## src/hw/rtl/sisb_pkg.sv

```systemverilog
// Shared types and constants for the sorted integer set bank.
// No dependencies; imported by the front end, back end and top level.
package sisb_pkg;

    // Opcode of one command
    typedef enum logic [3:0] {
        OP_CLEAR     = 4'd0,
        OP_ADD       = 4'd1,
        OP_REMOVE    = 4'd2,
        OP_CONTAINS  = 4'd3,
        OP_EQUAL     = 4'd4,
        OP_SUBSET    = 4'd5,
        OP_UNION     = 4'd6,
        OP_INTERSECT = 4'd7,
        OP_PRINT     = 4'd8
    } op_t;

    // Status codes of add and remove
    typedef enum logic [1:0] {
        STS_OK       = 2'd0,
        STS_PRESENT  = 2'd1,
        STS_NOTFOUND = 2'd2,
        STS_FULL     = 2'd3
    } status_t;

    // Longest stream one command may produce
    localparam int MAX_RESULTS = 32;

    // Decoded command passed from front to back
    typedef struct packed {
        op_t                op;
        logic [2:0]         set_a;
        logic [2:0]         set_b;
        logic signed [31:0] element;
    } cmd_t;

endpackage

```

## src/hw/rtl/sisb_front.sv

```systemverilog
// Front end: accepts input beats, drops unused opcodes, reduces set indexes
// and queues decoded commands for the back end. Depends on sisb_pkg.
module sisb_front
    import sisb_pkg::*;
#(
    parameter int NUM_SETS = 8
) (
    input  logic        clk,
    input  logic        rst_n,
    input  logic        s_tvalid,
    output logic        s_tready,
    input  logic [39:0] s_tdata,
    input  logic [3:0]  s_tuser,
    output logic        cmd_valid,
    input  logic        cmd_ready,
    output cmd_t        cmd
);

    cmd_t       q_reg [2];
    logic       wr_ptr_reg, wr_ptr_next;
    logic       rd_ptr_reg, rd_ptr_next;
    logic [1:0] fill_reg, fill_next;
    logic       push, pop;
    cmd_t       dec;

    // Reduce a raw set index modulo the bank size
    function automatic logic [2:0] mod_set(input logic [2:0] v);
        logic [3:0] t;
        t = {1'b0, v};
        for (int k = 0; k < 4; k++)
        begin
            if (int'(t) >= NUM_SETS)
            begin
                t = t - 4'(NUM_SETS);
            end
        end
        return t[2:0];
    endfunction

    // Decode the incoming beat
    always_comb
    begin
        dec.op      = op_t'(s_tuser);
        dec.set_a   = mod_set(s_tdata[2:0]);
        dec.set_b   = mod_set(s_tdata[5:3]);
        dec.element = s_tdata[37:6];
    end

    assign s_tready  = (fill_reg != 2'd2);
    assign push      = s_tvalid && s_tready && (s_tuser <= OP_PRINT);
    assign cmd_valid = (fill_reg != 2'd0);
    assign pop       = cmd_valid && cmd_ready;
    assign cmd       = q_reg[rd_ptr_reg];

    // Advance queue pointers
    always_comb
    begin
        wr_ptr_next = push ? ~wr_ptr_reg : wr_ptr_reg;
        rd_ptr_next = pop ? ~rd_ptr_reg : rd_ptr_reg;
        fill_next   = fill_reg + 2'(push) - 2'(pop);
    end

    always_ff @(posedge clk or negedge rst_n)
    begin
        if (!rst_n)
        begin
            wr_ptr_reg <= 1'b0;
            rd_ptr_reg <= 1'b0;
            fill_reg   <= 2'd0;
        end
        else
        begin
            wr_ptr_reg <= wr_ptr_next;
            rd_ptr_reg <= rd_ptr_next;
            fill_reg   <= fill_next;
        end
    end

    // Store queued commands
    always_ff @(posedge clk)
    begin
        if (push)
        begin
            q_reg[wr_ptr_reg] <= dec;
        end
    end

endmodule

```

## config.mk

```make
export PLATFORM = sky130hd
export DESIGN_NAME = sisb_front
export DESIGN_NICKNAME = d
export VERILOG_FILES = /design/src/hw/rtl/sisb_pkg.sv /design/src/hw/rtl/sisb_front.sv
export SDC_FILE = /design/constraint.sdc
export NUM_CORES = 1
export LEC_CHECK = 0
export BUFFER_PORTS_ARGS = -buffer_cell sky130_fd_sc_hd__buf_2
export CAP_MARGIN = 15
export CORE_MARGIN = 2
export CORE_UTILIZATION = 47
export DETAILED_ROUTE_END_ITERATION = 8
export GPL_ROUTABILITY_DRIVEN = 0
export PLACE_DENSITY = 0.8
export SYNTH_ARGS = -nofsm -noshare
export SYNTH_HDL_FRONTEND = slang
export SYNTH_SLANG_ARGS = --single-unit
```

## constraint.sdc

```tcl
create_clock -name clk -period 2.75 [get_ports clk]
set_input_delay 0 -clock clk [delete_from_list [all_inputs] [get_ports clk]]
set_output_delay 0 -clock clk [all_outputs]
set_load 0.1 [all_outputs]
```

==> out/metrics.yaml <==
outcome:
  outcome: "completed"
global_route:
  grt_pass1_vias: 1973
  antenna_found_initial: 0
  grt_max_degree: 28
  grt_overflow: 0
  grtUsageTotal_pct: 16.31
  grt_pass1_wl_um: 9301
logic_synthesis:
  yosys.area.top_type_share_pct: 73.77
  synth_xor_xnor_area_share_pct: 1.025
  synthesis.area_mm2: 0.003420
  synth_top_family_by_area: "multiplexers"
  synthDistinctLibCells: 15
  yosysTopAreaCell: "edfxtp_1"
  yosysSeqAreaShare_pct: 76.69
  syn_nets: 200
  synth_area_per_cell_um2: 22.80
  synth.most_common_cell: "edfxtp_1"
  synth-edff-count: 84
  ys_warn_count: 0
  ys_seq_elements: 88
  muxShareOfSynthArea_pct: 18.11
  async_flop_share_pct: 4.545
  yosys.area_share.simple_pct: 1.207
  yosys-top-cells-area: "edfxtp_1 74%, mux2_4 17%, dfrtp_1 2.9%"
  syn-instance-count: 150
  synth-compound-area-share_pct: 0.3659
  synth_top_flop_cell: "edfxtp_1"
  synthAdderAreaFrac_pct: 0.7318
  ys_top_cells_by_count: "84 x edfxtp_1, 39 x mux2_4, 5 x buf_6"
floorplan:
  core_area_mm2: 0.007137
  fp.dieW_um: 89.30
  die_h_um: 89.30
  row_count: 31
  dieArea_mm2: 0.007974
  start_util_pct: 47.91
  ios: 92
hold_path:
  hold_path.class: "input pin to flip-flop"
finish:
  largest_register_ffs: 84
  syn_to_final_growth_pct: 36.74
  n_fill_cell: 530
  fin_nets: 346
  multi_input_area_um2: 748.2
  design_area_mm2: 0.004676
  register_area_mm2: 0.002624
  drive_above_1_share_pct: 53.16
  antennaDiodeCount: 0
sta:
  timing.fmax_ghz: 0.4920
  slew_headroom_pct: 66.09
  hold_viol_final: 0
  min_period_over_period_pct: 73.91
  finalMaxSlewViolations: 0
  rsz0062_at_grt: "false"
  fin_worst_skew_ps: 11.50
  worst_pin_slew_ps: 508.7
  finalSetupViolations: 0
  fin_crit_ps: 2032
setup_path:
  cp_data_required_time_ps: 2750
  cp-end-kind: "primary output"
  cp_top_family: "flip-flops"
  cpPeakStageDelay_ps: 690
  critical_path_class: "flip-flop to primary output"
  worst-endpoint-arrival_ps: 2030
  crit_slowest_cell: "dfrtp_2"
  startpoint_type: "flip-flop"
  worstPathCellList: "buf_4 -> mux2_2 -> buf_2"
  crit_buf_inv: 2
  cp_max_fo: 17
placement:
  numPortBuffers: 89
  placedInstanceArea_mm2: 0.004006
  dp_hpwl_um: 3941
routing:
  wirelength_um: 6330
  dr.pass1.iters: 4
  drtIter0Drc: 54
  drc: 0
  wl_per_cell_um: 15.83
  ant_nets: 0
  vias: 1847
  via_per_inst: 4.618
cts:
  cts_resized: 0
  root_buffer: "clkbuf_8"
  path_clk_slew_ps: 80
  cts_buffers: 9
  htreeDepth: 3
  tritoncts: "done"
  clkSinkCount: 88
  clock_path_buffers: 2
  post-cts-setup-buffer-count: 0
  clk_latency_ps: 350
flow_run:
  maxCapViolCount: 0
worst paths after layout:
check                                            start                endpoint  slack (ps)  depth (start not counted)
worst max-delay path            rd_ptr_reg$_DFFE_PN0P_                 cmd[40]         720                          3
max in group asynchronous                        rst_n  rd_ptr_reg$_DFFE_PN0P_        2000                          3
worst min register to register   fill_reg[1]$_DFF_PN0_   fill_reg[1]$_DFF_PN0_         510                          1
min in group asynchronous                        rst_n   fill_reg[0]$_DFF_PN0_         560                          3
worst min-delay path                          s_tvalid  wr_ptr_reg$_DFFE_PN0P_          20                          3
worst max register to register   fill_reg[0]$_DFF_PN0_  q_reg[1][35]$_DFFE_PP_         980                          4
timing repair:
item | CTS | global route
endpoints found under the hold margin | 89 | 0
hold buffers | 45 | 0
endpoints found under the setup margin | 0 | 0
worst min-delay path, stage by stage:
cell and delay, ps:
buf_2 100, nand3_2 140, xnor2_1 80
final cells by class:
class,instances,area share (%)
Clock buffer,9,2.649
Multi-Input combinational cell,55,16.00
Tap cell,99,2.649
Clock inverter,7,2.034
Sequential cell,88,56.11
Timing Repair Buffer,140,20.39
Inverter,2,0.1606
through the flow:
| step | setup slack, ps | TNS, ps | hold slack (ps) | std cells | util [%] |
|---|---|---|---|---|---|
| after detailed placement | 958.9 | 0 | -185.6 | 339 | 56.14 |
| after global routing | 624.3 | 0 | 33.73 | 400 | 65.52 |
| after global placement | 943.5 | 0 | -188.1 | 339 | 56.14 |
| final | 717.6 | 0 | 22.67 | 400 | 65.52 |
| after CTS | 654.5 | 0 | 5.758 | 400 | 65.52 |
| after floorplan | -204.6 | -17180 | -295.6 | 150 | - |
per-layer routing:
layer | track usage, % | routed length [µm] | vias to the layer above
li1 | - | - | 876
met2 | 31.92 | 3628 | 54
met1 | 16.00 | 2309 | 908
met3 | 4.155 | 284 | 9
met4 | 6.784 | 108 | 0
met5 | 0 | 0 | -
cell families (layout without fill, tap and decap cells):
kind of cell,count (synthesis),after routing
AO/OA/AOI/OAI,1,1
buffers and inverters,7,158
adder cells (fa/ha/maj),2,2
flip-flops,88,88
XOR/XNOR,4,4
multiplexers,42,42
AND/OR/NAND/NOR,6,6
layout by cell type (no fill, tap or decap), drive strengths merged, types with 2 or more instances in the layout:
| cell | count |
|---|---|
| bufinv | 2 |
| dlygate4sd3 | 45 |
| xnor2 | 3 |
| clkinv | 3 |
| ha | 2 |
| dfrtp | 4 |
| nor2 | 2 |
| mux2 | 42 |
| buf | 95 |
| clkbuf | 9 |
| inv | 3 |
| edfxtp | 84 |
Power is not shown: default switching activity piles up to over one toggle a cycle in this logic, so the estimate is an artifact.
